$ cat config.mk
export PLATFORM = sky130hd
export DESIGN_NAME = sprite_blit_clip_color_key_unit
export DESIGN_NICKNAME = d
export VERILOG_FILES = /design/src/rtl/core/sbcck_pkg.sv /design/src/rtl/core/sprite_blit_clip_color_key_unit.sv
export VERILOG_INCLUDE_DIRS = /design/src /design/src/rtl/core
export SDC_FILE = /design/constraint.sdc
export NUM_CORES = 1
export LEC_CHECK = 0
export ABC_AREA = 1
export BUFFER_PORTS_ARGS = -buffer_cell sky130_fd_sc_hd__buf_2
export CORE_UTILIZATION = 52
export DETAILED_ROUTE_END_ITERATION = 12
export PLACE_DENSITY = 0.76
export SLEW_MARGIN = 40
export SYNTH_ARGS = -nofsm -noshare
export SYNTH_HDL_FRONTEND = slang
export SYNTH_SLANG_ARGS = --single-unit
$ cat constraint.sdc
create_clock -name i_clk -period 4.8 [get_ports i_clk]
set_input_delay 0.48 -clock i_clk [delete_from_list [all_inputs] [get_ports i_clk]]
set_output_delay 0.48 -clock i_clk [all_outputs]
set_load 0.02 [all_outputs]
$ cat src/rtl/core/sprite_blit_clip_color_key_unit_assert.svh
// Assertion macros for the sprite blitter, compiled out when SYNTH is defined.
`ifndef SPRITE_BLIT_CLIP_COLOR_KEY_UNIT_ASSERT_SVH
`define SPRITE_BLIT_CLIP_COLOR_KEY_UNIT_ASSERT_SVH
`ifndef SYNTH
`define SBCCK_ASSERT(lbl, prop) \
    lbl: assert property (@(posedge i_clk) disable iff (!i_rst_n) prop) \
        else $error("sprite blitter check failed");
`define SBCCK_ASSERT_IMP(lbl, ante, cons) \
    lbl: assert property (@(posedge i_clk) disable iff (!i_rst_n) (ante) |-> (cons)) \
        else $error("sprite blitter check failed");
`else
`define SBCCK_ASSERT(lbl, prop)
`define SBCCK_ASSERT_IMP(lbl, ante, cons)
`endif
`endif

$ cat src/rtl/core/sbcck_pkg.sv
// Package with register map, field widths and defaults of the sprite blitter.
package sbcck_pkg;

    localparam int SCREEN_W_DEF       = 320;
    localparam int SCREEN_H_DEF       = 240;
    localparam int MAX_SPRITE_DIM_DEF = 256;

    localparam int APB_DW   = 32;
    localparam int APB_AW   = 5;
    localparam int COLOR_W  = 16;
    localparam int ADDR_W   = 17;
    localparam int POS_CFG_W = 12;
    localparam int DIM_CFG_W = 9;
    localparam int FSEL_W   = 8;
    localparam int FCNT_W   = 9;

    localparam logic [COLOR_W-1:0] COLOR_KEY = 16'd1;

    typedef enum logic [2:0] {
        REG_DEST_X,
        REG_DEST_Y,
        REG_SPRITE_WIDTH,
        REG_SPRITE_HEIGHT,
        REG_CENTER_MODE,
        REG_FRAME_SELECT,
        REG_FRAME_COUNT
    } t_reg_idx;

endpackage

$ cat src/rtl/core/sprite_blit_clip_color_key_unit.sv
// Top level of the sprite blitter with screen clipping and color key.
//
// Channel   Direction  Handshake                        Payload
// texel     in         i_texel_valid / o_texel_ready    i_texel_color
// pixel     out        o_pixel_valid / i_pixel_ready    write enable, address, color, done
// config    in         APB psel/penable/pwrite, pready  paddr, pwdata, prdata
//
// Each beat passes an input register and a result register; one texel is accepted every
// cycle while the output is not stalled.
// The column and row counters advance when a texel moves into the result register.
// A stall on the output side holds both stages; the input register refills as soon as
// the result register is taken.
// Synchronous active-low reset clears counters and valid flags and sets config defaults.

`include "sprite_blit_clip_color_key_unit_assert.svh"

module sprite_blit_clip_color_key_unit
    import sbcck_pkg::*;
#(
    parameter int SCREEN_W       = SCREEN_W_DEF,
    parameter int SCREEN_H       = SCREEN_H_DEF,
    parameter int MAX_SPRITE_DIM = MAX_SPRITE_DIM_DEF
) (
    input  logic                 i_clk,
    input  logic                 i_rst_n,
    input  logic                 i_texel_valid,
    output logic                 o_texel_ready,
    input  logic [COLOR_W-1:0]   i_texel_color,
    output logic                 o_pixel_valid,
    input  logic                 i_pixel_ready,
    output logic                 o_write_enable,
    output logic [ADDR_W-1:0]    o_pixel_address,
    output logic [COLOR_W-1:0]   o_pixel_color,
    output logic                 o_sprite_done,
    input  logic                 psel,
    input  logic                 penable,
    input  logic                 pwrite,
    input  logic [APB_AW-1:0]    paddr,
    input  logic [APB_DW-1:0]    pwdata,
    output logic [APB_DW-1:0]    prdata,
    output logic                 pready
);

    localparam int CNT_W = (MAX_SPRITE_DIM > 1) ? $clog2(MAX_SPRITE_DIM) : 1;
    localparam int DIM_W = $clog2(MAX_SPRITE_DIM + 1);
    localparam int EW    = (DIM_W > DIM_CFG_W) ? DIM_W : DIM_CFG_W;
    localparam int PW    = ((EW > POS_CFG_W) ? EW : POS_CFG_W) + 2;
    localparam int MW    = PW + 11;

    logic signed [POS_CFG_W-1:0] r_dest_x;
    logic signed [POS_CFG_W-1:0] r_dest_y;
    logic [DIM_CFG_W-1:0]        r_sprite_width;
    logic [DIM_CFG_W-1:0]        r_sprite_height;
    logic                        r_center_mode;
    logic [FSEL_W-1:0]           r_frame_select;
    logic [FCNT_W-1:0]           r_frame_count;

    logic                        r_s1_valid;
    logic [COLOR_W-1:0]          r_s1_color;
    logic [CNT_W-1:0]            r_col;
    logic [CNT_W-1:0]            r_row;
    logic [CNT_W-1:0]            n_col;
    logic [CNT_W-1:0]            n_row;

    logic                        r_out_valid;
    logic                        r_we;
    logic [ADDR_W-1:0]           r_addr;
    logic [COLOR_W-1:0]          r_color;
    logic                        r_done;

    logic                        cfg_wr;
    t_reg_idx                    cfg_idx;
    logic                        out_free;
    logic                        s1_free;
    logic                        s1_move;
    logic [EW-1:0]               wide_w;
    logic [EW-1:0]               wide_h;
    logic [EW-1:0]               eff_w;
    logic [EW-1:0]               eff_h;
    logic                        row_end;
    logic                        last;
    logic signed [PW-1:0]        pos_x;
    logic signed [PW-1:0]        pos_y;
    logic                        in_screen;
    logic                        we;
    logic [MW-1:0]               addr_full;

    assign pready  = 1'b1;
    assign cfg_wr  = psel && penable && pwrite;
    assign cfg_idx = t_reg_idx'(paddr[4:2]);

    always_ff @(posedge i_clk) begin
        if (!i_rst_n) begin
            r_dest_x        <= '0;
            r_dest_y        <= '0;
            r_sprite_width  <= DIM_CFG_W'(1);
            r_sprite_height <= DIM_CFG_W'(1);
            r_center_mode   <= 1'b0;
            r_frame_select  <= '0;
            r_frame_count   <= FCNT_W'(1);
        end else if (cfg_wr) begin
            unique case (cfg_idx)
                REG_DEST_X:        r_dest_x        <= pwdata[POS_CFG_W-1:0];
                REG_DEST_Y:        r_dest_y        <= pwdata[POS_CFG_W-1:0];
                REG_SPRITE_WIDTH:  r_sprite_width  <= pwdata[DIM_CFG_W-1:0];
                REG_SPRITE_HEIGHT: r_sprite_height <= pwdata[DIM_CFG_W-1:0];
                REG_CENTER_MODE:   r_center_mode   <= pwdata[0];
                REG_FRAME_SELECT:  r_frame_select  <= pwdata[FSEL_W-1:0];
                REG_FRAME_COUNT:   r_frame_count   <= pwdata[FCNT_W-1:0];
                default: ;
            endcase
        end
    end

    always_comb begin
        unique case (cfg_idx)
            REG_DEST_X:        prdata = APB_DW'(unsigned'(r_dest_x));
            REG_DEST_Y:        prdata = APB_DW'(unsigned'(r_dest_y));
            REG_SPRITE_WIDTH:  prdata = APB_DW'(r_sprite_width);
            REG_SPRITE_HEIGHT: prdata = APB_DW'(r_sprite_height);
            REG_CENTER_MODE:   prdata = APB_DW'(r_center_mode);
            REG_FRAME_SELECT:  prdata = APB_DW'(r_frame_select);
            REG_FRAME_COUNT:   prdata = APB_DW'(r_frame_count);
            default:           prdata = '0;
        endcase
    end

    assign out_free      = !r_out_valid || i_pixel_ready;
    assign s1_move       = r_s1_valid && out_free;
    assign s1_free       = !r_s1_valid || out_free;
    assign o_texel_ready = s1_free;

    always_ff @(posedge i_clk) begin
        if (!i_rst_n) begin
            r_s1_valid <= 1'b0;
        end else if (s1_free) begin
            r_s1_valid <= i_texel_valid;
        end
    end

    always_ff @(posedge i_clk) begin
        if (s1_free && i_texel_valid) begin
            r_s1_color <= i_texel_color;
        end
    end

    always_comb begin
        wide_w = EW'(r_sprite_width);
        wide_h = EW'(r_sprite_height);
        if (wide_w == '0) begin
            eff_w = EW'(1);
        end else if (wide_w > EW'(MAX_SPRITE_DIM)) begin
            eff_w = EW'(MAX_SPRITE_DIM);
        end else begin
            eff_w = wide_w;
        end
        if (wide_h == '0) begin
            eff_h = EW'(1);
        end else if (wide_h > EW'(MAX_SPRITE_DIM)) begin
            eff_h = EW'(MAX_SPRITE_DIM);
        end else begin
            eff_h = wide_h;
        end

        row_end = (EW'(r_col) + EW'(1)) >= eff_w;
        last    = row_end && ((EW'(r_row) + EW'(1)) >= eff_h);

        pos_x = {{(PW-POS_CFG_W){r_dest_x[POS_CFG_W-1]}}, r_dest_x} + PW'(r_col)
              - (r_center_mode ? PW'(eff_w >> 1) : PW'(0));
        pos_y = {{(PW-POS_CFG_W){r_dest_y[POS_CFG_W-1]}}, r_dest_y} + PW'(r_row)
              - (r_center_mode ? PW'(eff_h >> 1) : PW'(0));

        in_screen = !pos_x[PW-1] && !pos_y[PW-1]
                 && (pos_x[PW-2:0] < (PW-1)'(SCREEN_W))
                 && (pos_y[PW-2:0] < (PW-1)'(SCREEN_H));
        we = (r_s1_color != COLOR_KEY) && ({1'b0, r_frame_select} < r_frame_count)
          && in_screen;

        addr_full = MW'(pos_y[PW-2:0]) * MW'(SCREEN_W) + MW'(pos_x[PW-2:0]);

        if (row_end) begin
            n_col = '0;
            n_row = last ? '0 : r_row + CNT_W'(1);
        end else begin
            n_col = r_col + CNT_W'(1);
            n_row = r_row;
        end
    end

    always_ff @(posedge i_clk) begin
        if (!i_rst_n) begin
            r_col       <= '0;
            r_row       <= '0;
            r_out_valid <= 1'b0;
        end else begin
            if (s1_move) begin
                r_col <= n_col;
                r_row <= n_row;
            end
            if (out_free) begin
                r_out_valid <= r_s1_valid;
            end
        end
    end

    always_ff @(posedge i_clk) begin
        if (s1_move) begin
            r_we    <= we;
            r_addr  <= we ? addr_full[ADDR_W-1:0] : '0;
            r_color <= we ? r_s1_color : '0;
            r_done  <= last;
        end
    end

    assign o_pixel_valid   = r_out_valid;
    assign o_write_enable  = r_we;
    assign o_pixel_address = r_addr;
    assign o_pixel_color   = r_color;
    assign o_sprite_done   = r_done;

    `SBCCK_ASSERT_IMP(a_idle_write_zero, o_pixel_valid && !o_write_enable, o_pixel_address == '0 && o_pixel_color == '0)
    `SBCCK_ASSERT_IMP(a_key_never_written, o_pixel_valid && o_write_enable, o_pixel_color != COLOR_KEY)
    `SBCCK_ASSERT_IMP(a_counters_wrap_on_done, s1_move && last, n_col == '0 && n_row == '0)

endmodule
; Yosys cells after proc, flatten, opt, wreduce, memory -nomap -nowiden
; Cells that the tools add are included.
[totals]
ff_bits = 129
in_bits = 60
out_inout_bits = 70
word_cells = 76
[classes]
n_addsub = 9
multipliers = 1
magnitude_cmp = 7
n_eq_ne = 7
mux = 9
reduce_logical = 27
[ops]
columns = operator, count
row1 = 12-bit one-hot mux with 7 select lines, 1
row2 = 9-bit two-way mux, 4
row3 = 8-bit two-way mux, 4
row4 = 13-bit by 9-bit subtractor with 14-bit output, 2
row5 = 12-bit by 9-bit adder with 13-bit output, 2
row6 = 8-bit by 1-bit adder with 9-bit output (second input constant), 2
row7 = 9-bit >= comparator, 2
row8 = 9-bit > comparator (second input constant), 2
row9 = 9-bit zero test, 2
row10 = 17-bit by 13-bit adder with 17-bit output, 1
row11 = 8-bit by 1-bit adder with 8-bit output (second input constant), 2
row12 = 16-bit by 1-bit inequality test with 1-bit output (second input constant), 1
row13 = 2-bit AND reduction, 8
row14 = 13-bit by 8-bit < comparator with 1-bit output (second input constant), 1
row15 = 13-bit by 9-bit < comparator with 1-bit output (second input constant), 1
row16 = 13-bit by 3-bit multiplier with 11-bit output (second input constant), 1
row17 = 1-bit logical AND, 10
row18 = 3-bit == test (second input constant), 3
row19 = 8-bit by 9-bit < comparator with 1-bit output, 1
row20 = 3-bit by 2-bit == test with 1-bit output (second input constant), 2
row21 = 1-bit zero test, 4
row22 = 3-bit by 1-bit == test with 1-bit output (second input constant), 1
row23 = 3-bit zero test, 1
row24 = 1-bit logical OR, 2

; Depth between registers and ports, before layout
; Gate-level depths: netlist of the first run.
[logic_depth]
word_depth = 10
depth_mapped = 35
mapped_depth_nobuf = 35

; Worst setup path after synthesis of the first run
; Ideal clock, no wire load.
[synth_timing]
path_type = register -> register
start = register r_sprite_height[0]
end = register r_addr[16] (netlist: o_pixel_address[16]), data pin
setup_time_ns = 0.253
t_arrival_ns = 4.591
setup_slack_ns = -0.044
path_stages_with_launch = 33
synth_period_minus_slack_ns = 4.844
path_cell_list = dfxtp_1 > nor4_1 > nand2_1 > inv_1 > nor2_1 > inv_1 > nand2_1 > nor2_1 > fa_1 > fa_1 > inv_1 > nand3_1 > nand2_1 > xnor2_1 > inv_1 > ha_1 > inv_1 > fa_1 > xnor2_1 > ha_1 > nand2_1 > nor2_1 > nand2_1 > nand3_1 > nand2_1 > a21oi_1 > nand2_1 > inv_1 > nand2_1 > nand2_1 > nand2_1 > nand2_1 > nor2_4
[synth_via]
elab_chain_len = 10
[synth_lines]
columns = item, line
row1 = "start, declared", sprite_blit_clip_color_key_unit.sv:53  ; logic [DIM_CFG_W-1:0] r_sprite_height;
row2 = "start signal, assigned", sprite_blit_clip_color_key_unit.sv:106  ; REG_SPRITE_HEIGHT: r_sprite_height <= pwdata[DIM_CFG_W-1:0];
row3 = 9-bit > comparator, sprite_blit_clip_color_key_unit.sv:159  ; end else if (wide_h > EW'(MAX_SPRITE_DIM)) begin
row4 = 9-bit two-way mux, sprite_blit_clip_color_key_unit.sv:159
row5 = 9-bit two-way mux (*), sprite_blit_clip_color_key_unit.sv:157  ; if (wide_h == '0) begin
row6 = 8-bit two-way mux (*), sprite_blit_clip_color_key_unit.sv:171  ; - (r_center_mode ? PW'(eff_h >> 1) : PW'(0));
row7 = 13-bit by 9-bit subtractor with 14-bit output (*), sprite_blit_clip_color_key_unit.sv:171
row8 = branches (longest 5 deep; another with 17-bit by 13-bit adder with 17-bit output), --
row9 = "end signal, assigned", sprite_blit_clip_color_key_unit.sv:209  ; r_addr <= we ? addr_full[ADDR_W-1:0] : '0;
row10 = "end, declared", sprite_blit_clip_color_key_unit.sv:67  ; logic [ADDR_W-1:0] r_addr;
; Every way passes the cells marked *.
; A chain may end at the register's enable or synchronous reset.

; Worst setup path in the final report of the first run
[layout_timing]
start = register r_sprite_height[3]
end = register r_addr[16] (netlist: o_pixel_address[16]), data pin
; The elaborated chain is that of the path after synthesis.

==> metrics.md, run 1 <==
| Metric | Value |
|---|---|
| Clock transition at the registers of the reported paths | 0.06 ns |
| Initial antenna violation count | 1 |
| Hold WC Path Type | input pin to flip-flop |
| Max Fclk | 0.200 GHz |
| WS Path Type | flip-flop to flip-flop |
| Violated checks | negative setup slack |
| CTS root buf | clkbuf_16 |
| CP peak stage delay | ~0.48 ns |
| Worst-Margin Slew | approximately 0.67 ns |
| RR Startpoint | r_sprite_height[3] |
| DR WL/cell | 16.3 um |
| Pin count of the biggest net entering global routing | 67 |
| Post-Layout Cell Count | approximately 1.6k |
| Routability cong. | 0.937 |
| VDD IR max | 0.319 mV |
| Async SR Flop Fraction | 0 |
| Synthesized area | 9260 um2 |
| Antenna cell count | 0 |
| Die height | 135 um |
| Die W | about 140 um |
| Crit-path slowest cell | fa_2 |
| # clock sinks | between 100 and 150 |
| First-pass DRT Iterations | 7 |
| Nature of the critical path startpoint | flip-flop |
| # port buffers | 86 |
| Clk_lat worst skew | ~0.44 ns |
| Max transition margin | 0.551 |
| Fraction of layout cells with a size suffix above 1 | 0.257 |
| DR vias/cell | approximately 5.4 |
| Die footprint | around 18000 um2 |
| GRT overflow | 0 |
| Hold-fix buffers at CTS | 0 |
| Post-DRT Antenna Nets | 0 |
| Worst Path Required | between 4 and 5 ns |
| Post-layout nets | 1525 |
| Ys flop type | dfxtp_1 |
| Fin. max-slew vios | 0 |
| Final Skew | around 0.015 ns |
| Leak | 0.00552 uW |
| Avg Cell Area, Syn | 7.67 um2 |
| Warnings from Yosys | 0 |
| Global-route wire length before repair | 38.5 mm |
| Row cnt | 48 |
| Hold Vio Cnt, Final | 0 |
| Num CTS Buffers | 17 |
| Setup crit start | r_sprite_height[3] |
| RSZ-0062 raised after global routing | yes |
| Initial Utilization | 0.534 |
| CTS max path bufs | 2 |
| Area growth syn-to-layout | 24.0% |
| Post-synth EDFFs | 51 |
| I/O pins | 130 |
| Period minus WS final | 5.01 ns |
| Status | complete, but fails checks |
| Post-synthesis sequential area ratio | 0.334 |
| Fin crit share | 1.04 |
| Worst setup EP type | flip-flop |
| Core Area | 17400 um2 |
| Hold_sp | i_texel_color[6] |
| Dpl cells | 1546 |
| CTS tree | yes |
| # H-tree levels | 4 |
| Critical Path Fanout Max | 4 |
| Post-synth cell types | 46 |
| Total of max-cap violations | 0 |
| DR iter-0 viols | just under 600 |
| Cell count after synthesis | 1208 |
| Crit-path most repeated cell | nand2_2 |
| Vias in the first global route | around 8.0k |
| # setup viols final | 5 |
| #FFs+latches synth | 129 |
| Via count | roughly 8.7k |
| Residual DRC count | 0 |
| Fin Setup TNS | -0.714 ns |
| Worst Setup Slack, final | -0.207 ns |
| Crit path DAT | 5.18 ns |
| Wirelength, routed | 26.2 mm |
| Total GRT Usage | 0.273 |
| Dpl hpwl | 17.6 mm |
| Power Dens Cells | 278 nW/um2 |
| Post-layout util | 0.662 |
==> worst paths after layout <==
kind                              end  slack (ns)  depth (start not counted)
hold / removal          r_s1_color[6]        0.22                          1
hold reg to reg      r_frame_count[6]        0.49                          2
setup reg to reg  o_pixel_address[16]       -0.21                         34
setup / recovery  o_pixel_address[16]       -0.21                         34
==> critical path: cells and delay by family (launching register included) <==
kind / cells / cell delay [ns]
fa+ha+maj: 5 / 1.45
compound gates: 2 / 0.35
xor+xnor: 2 / 0.35
buf+inv: 9 / 0.90
simple gates: 16 / 1.35
flops: 1 / 0.34
==> Yosys cell counts, types with 2 or more instances <==
| cell | number | area [um2] |
|---|---|---|
| dfxtp_1 | 78 | 1560 |
| nor2_4 | 32 | 360 |
| buf_2 | 5 | 25.0 |
| clkinv_1 | 2 | 7.51 |
| inv_2 | 11 | 41.3 |
| nand4_1 | 17 | 106 |
| nor2_1 | 135 | 507 |
| a21oi_1 | 79 | 395 |
| o2111ai_1 | 7 | 61.3 |
| nand2_2 | 8 | 50.1 |
| xnor2_1 | 10 | 87.6 |
| o221ai_1 | 2 | 17.5 |
| xor2_1 | 20 | 175 |
| fa_1 | 18 | 360 |
| o21ai_0 | 66 | 330 |
| a221oi_1 | 5 | 43.8 |
| buf_12 | 3 | 60.1 |
| clkbuf_1 | 12 | 45.0 |
| a31oi_1 | 2 | 12.5 |
| o21a_1 | 2 | 15.0 |
| o21bai_1 | 4 | 30.0 |
| o22ai_1 | 10 | 62.6 |
| nor3_4 | 5 | 81.3 |
| a22oi_1 | 8 | 60.1 |
| inv_1 | 202 | 758 |
| nor3_1 | 5 | 25.0 |
| nand3_2 | 2 | 20.0 |
| nand3_1 | 50 | 250 |
| nand2_1 | 233 | 875 |
| nor4_1 | 4 | 25.0 |
| nand3b_1 | 3 | 22.5 |
| nor2_2 | 6 | 37.5 |
| conb_1 | 2 | 7.51 |
| ha_1 | 75 | 938 |
| edfxtp_1 | 51 | 1530 |
| buf_4 | 21 | 158 |
| a21oi_2 | 3 | 26.3 |
| nor3b_1 | 2 | 15.0 |
==> area by class of cell <==
cell class,count,area [um2]
fillers,1371,5870
multi-input cells,842,5650
flip-flops and latches,129,3100
clock buffers,20,468
inverters,215,810
well taps,225,282
repair buffers,167,1060
clock inverters,12,106
==> per-stage QoR <==
stage               power (uW)  setup slack (ns)  area [um2]  hold slack (ns)
global placement          1780            -0.196       10100            0.463
CTS                       3080           -0.0419       11100            0.215
detailed placement        1800            -0.447       10100            0.474
finish                    3190            -0.207       11500            0.218
floorplan                 1650           0.00837        9340            0.444
global route              3300            -0.383       11500            0.210
==> where the power goes <==
part / leakage (uW) / internal (uW) / switching, uW
Combinational: 0.00411 / 273 / 455
Clock: 0.000285 / 757 / 518
Sequential: 0.00113 / 1180 / 14.5
Total: 0.00552 / 2210 / 987
==> state kept, by name, summed over array words and instances, names as in the netlist, 8 cells and up <==
signal,flops
r_sprite_height,9
r_frame_select,8
r_dest_y,12
r_row,8
r_dest_x,12
r_sprite_width,9
o_pixel_address,17
r_s1_color,16
r_frame_count,9
r_col,8
o_pixel_color,16
==> cells in the final DEF, fill, tap and decap left out, types with 18 or more instances in the layout <==
cell type / count
nor2_4: 37
nand2_1: 220
buf_2: 85
ha_1: 61
conb_1: 21
inv_1: 192
inv_2: 20
nor2_1: 127
buf_4: 79
nand3_1: 43
dfxtp_1: 70
a21oi_1: 71
o21ai_0: 64
clkbuf_16: 18
edfxtp_1: 51
==> cells by family after synthesis <==
family	share of synthesized area
and+or+nand+nor	0.262
adders and majority gates	0.140
other	0.000811
AOI/OAI and AO/OA	0.117
xor gates and xnor gates	0.0284
buffers and inverters	0.118
DFF	0.334
==> routing by layer <==
layer,share of wire,routed length (um),GRT usage,up-vias
met2,0.49,12900,0.463,404
met5,0,0,0,-
met4,0.051,1340,0.162,0
met3,0.072,1890,0.0498,105
li1,-,-,-,4198
met1,0.39,10100,0.322,3965
==> repair_timing <==
action	in CTS	in global routing
endpoints found under the hold margin	0	0
endpoints found under the setup margin	5	15
gates resized for setup	30	80
pin swaps	28	47
setup buffers	28	9
(Power assumes the default switching activity.)
==> run 2: changes to the inputs <==
PLACE_DENSITY = 0.73   (was 0.76)
clock period = 5.42 ns   (was 4.8 ns; I/O delays follow)
==> run 2 against run 1 <==
Compared with the run above:
- the run now ends clean
- flip-flop and latch count is the same
- core utilization is 5.4 points lower
- die area did not move
- clock skew fell by 0.0052 ns
- register-to-register slack better by 0.57 ns
- sequential power down 12%
- wire length fell by 15%
- critical path depth is 1 lower
- largest cell class unchanged
- largest power group unchanged
==> metrics.md, run 2 (synthesized netlist as in run 1, its figures left out) <==
| Metric | Value |
|---|---|
| Status | finished clean |
| Dpl cells | 1504 (-2.7%) |
| Die W | 135 um (unchanged) |
| Vias in the first global route | 7380 (-8.0%) |
| Leak | 0.00507 uW (-8.1%) |
| # clock sinks | 129 (unchanged) |
| Worst hold-check slack | 0.281 ns (+0.0629 ns) |
| Row cnt | 48 (unchanged) |
| CTS root buf | clkbuf_16 |
| I/O pins | 130 (unchanged) |
| DR iter-0 viols | 531 (-8.3%) |
| Highest-count cells in the layout ignoring fill and taps | 232 x nand2_1, 200 x inv_1, 133 x nor2_1 |
| Hold WC Path Type | input pin to flip-flop |
| First-pass DRT Iterations | 5 (-2) |
| DR vias/cell | 5.16 (-4.2%) |
| Largest register FFs | 17 (unchanged) |
| Most Crowded Layer GR | met2 |
| Hold-fix buffers at CTS | 0 (unchanged) |
| Storage element area | 3100 um2 (-0.24%) |
| Hold Vio Cnt, Final | 0 (unchanged) |
| Antenna cell count | 0 (unchanged) |
| Fillers | 1515 (+11%) |
| Residual DRC count | 0 (unchanged) |
| Via count | 7943 (-8.4%) |
| # H-tree levels | 4 (unchanged) |
| Post-DRT Antenna Nets | 0 (unchanged) |
| Max Fclk | 0.198 GHz (-1.0%) |
| Initial antenna violation count | 0 (-1) |
| Worst Path Required | 5.60 ns (+0.63 ns) |
| Worst Setup Slack, final | 0.361 ns (+0.567 ns) |
| Grt met1 use | 0.328 (+0.00600) |
| Clock transition at the registers of the reported paths | 0.07 ns (about the same) |
| Global-route wire length before repair | 36.2 mm (-5.9%) |
| Initial Utilization | 0.534 (unchanged) |
| Worst slack, placed | 0.137 ns (+0.583 ns) |
| Total GRT Usage | 0.254 (-0.0189) |
| Power Dens Cells | 258 nW/um2 (-7.1%) |
| Commonest non-fill, non-tap cell in the layout | nand2_1 |
| # setup viols final | 0 (-5) |
| Crit-path most repeated cell | nand2_1 |
| Fin. max-slew vios | 0 (unchanged) |
| Crit-path slowest cell | fa_2 |
| Final Skew | 0.00943 ns (-0.00525 ns) |
| Fin crit share | 0.933 (-0.110) |
| Nature of the critical path startpoint | flip-flop |
| Global Route met3 Usage | 0.0408 (-0.00898) |
| Core Area | 17400 um2 (unchanged) |
| Critical Path Fanout Max | 4 (unchanged) |
| Routability cong. | 0.955 (+1.9%) |
| Wirelength, routed | 22.3 mm (-15%) |
| GRT overflow | 0 (unchanged) |
| Worst setup EP type | flip-flop |
| Total of max-cap violations | 0 (unchanged) |
| Die footprint | 18400 um2 (unchanged) |
| CTS max path bufs | 2 (unchanged) |
| Worst-Margin Slew | 0.629 ns (-0.0431 ns) |
| WS Path Type | flip-flop to flip-flop |
| Post-layout util | 0.608 (-0.0536) |
| Area of the multi-input gates | 5260 um2 (-7.0%) |
| Post-Layout Cell Count | 1540 (-4.3%) |
| CP peak stage delay | 0.51 ns (+0.03 ns) |
| DR WL/cell | 14.5 um (-11%) |
| Dpl hpwl | 17.0 mm (-3.4%) |
| Met2 Use GR | 0.420 (-0.0430) |
| Die height | 135 um (unchanged) |
| Clk_lat worst skew | 0.43 ns (about the same) |
| Max transition margin | 0.577 (+0.0254) |
| Pin count of the biggest net entering global routing | 67 (unchanged) |
| # port buffers | 86 (unchanged) |
| Post-layout nets | 1455 (-4.6%) |
| Area growth syn-to-layout | 13.9% |
| Period minus WS final | 5.06 ns (+0.0527 ns) |
| Fraction of layout cells with a size suffix above 1 | 0.167 (-0.0897) |
| Crit path DAT | 5.24 ns (+0.06 ns) |
| VDD IR max | 0.248 mV (-22%) |
| CTS tree | yes |
| Num CTS Buffers | 17 (unchanged) |
## run 2: changes by cell type in the layout (fill, tap and decap cells not counted), moves of 6 or more
| cell | delta |
|---|---|
| nor2_1 | +6 |
| dfxtp_2 | -6 |
| inv_1 | +8 |
| dfxtp_1 | +6 |
| nand2_1 | +12 |
| a21oi_1 | +7 |
| ha_1 | +10 |
| buf_4 | -67 |
| nand3_2 | -6 |
| nand3_1 | +6 |
| nand2_2 | -8 |
| inv_2 | -7 |
| ha_4 | -7 |
## run 2: path summary, 6_finish.rpt
kind,endpoint,slack (ns),depth (start not counted),start
setup / recovery,o_pixel_address[16],0.36,33,r_sprite_height[0]
hold / removal,r_s1_color[7],0.28,1,i_texel_color[7]
setup reg to reg,o_pixel_address[16],0.36,33,r_sprite_height[0]
hold reg to reg,r_frame_count[3],0.48,2,r_frame_count[3]
## run 2: per-stage QoR
step	power (uW)	TNS [ns]	cell area, um2
finish	2730	0	10600
global route	2840	-0.0784	10600
CTS	2710	0	10400
detailed placement	1560	0	9820
global placement	1550	0	9810
floorplan	1460	0	9330
## run 2: cell type report
| type | instances | area share |
|---|---|---|
| Tap cell | 225 | 0.0267 |
| Clock buffer | 17 | 0.0403 |
| Multi-Input combinational cell | 842 | 0.498 |
| Timing Repair Buffer | 97 | 0.0488 |
| Clock inverter | 15 | 0.0160 |
| Sequential cell | 129 | 0.293 |
| Inverter | 215 | 0.0765 |
## run 2: what timing repair did
| action | in CTS | in global routing |
|---|---|---|
| setup buffers | 0 | 4 |
| endpoints found under the setup margin | 0 | 4 |
| resized for setup | 0 | 21 |
## run 2: power by group
part / internal, uW / switching (uW) / total, uW
combinational: 175 / 338 / 513
sequential: 1040 / 11.6 / 1050
clock: 653 / 508 / 1160
total: 1870 / 858 / 2730
## run 2: routing by layer
metal | share of wire | vias to the layer above
met1 | 0.45 | 3595
met3 | 0.053 | 46
met4 | 0.028 | 0
li1 | - | 4053
met2 | 0.47 | 249
met5 | 0 | -
## run 2: worst max-delay path, delay by kind of cell (launching register included)
family	cells	cell delay (ns)
adder cells (fa/ha/maj)	6	1.96
AND/OR/NAND/NOR	18	1.71
buffers and inverters	7	0.47
flip-flops	1	0.35
AO/OA/AOI/OAI	1	0.18
XOR/XNOR	1	0.15
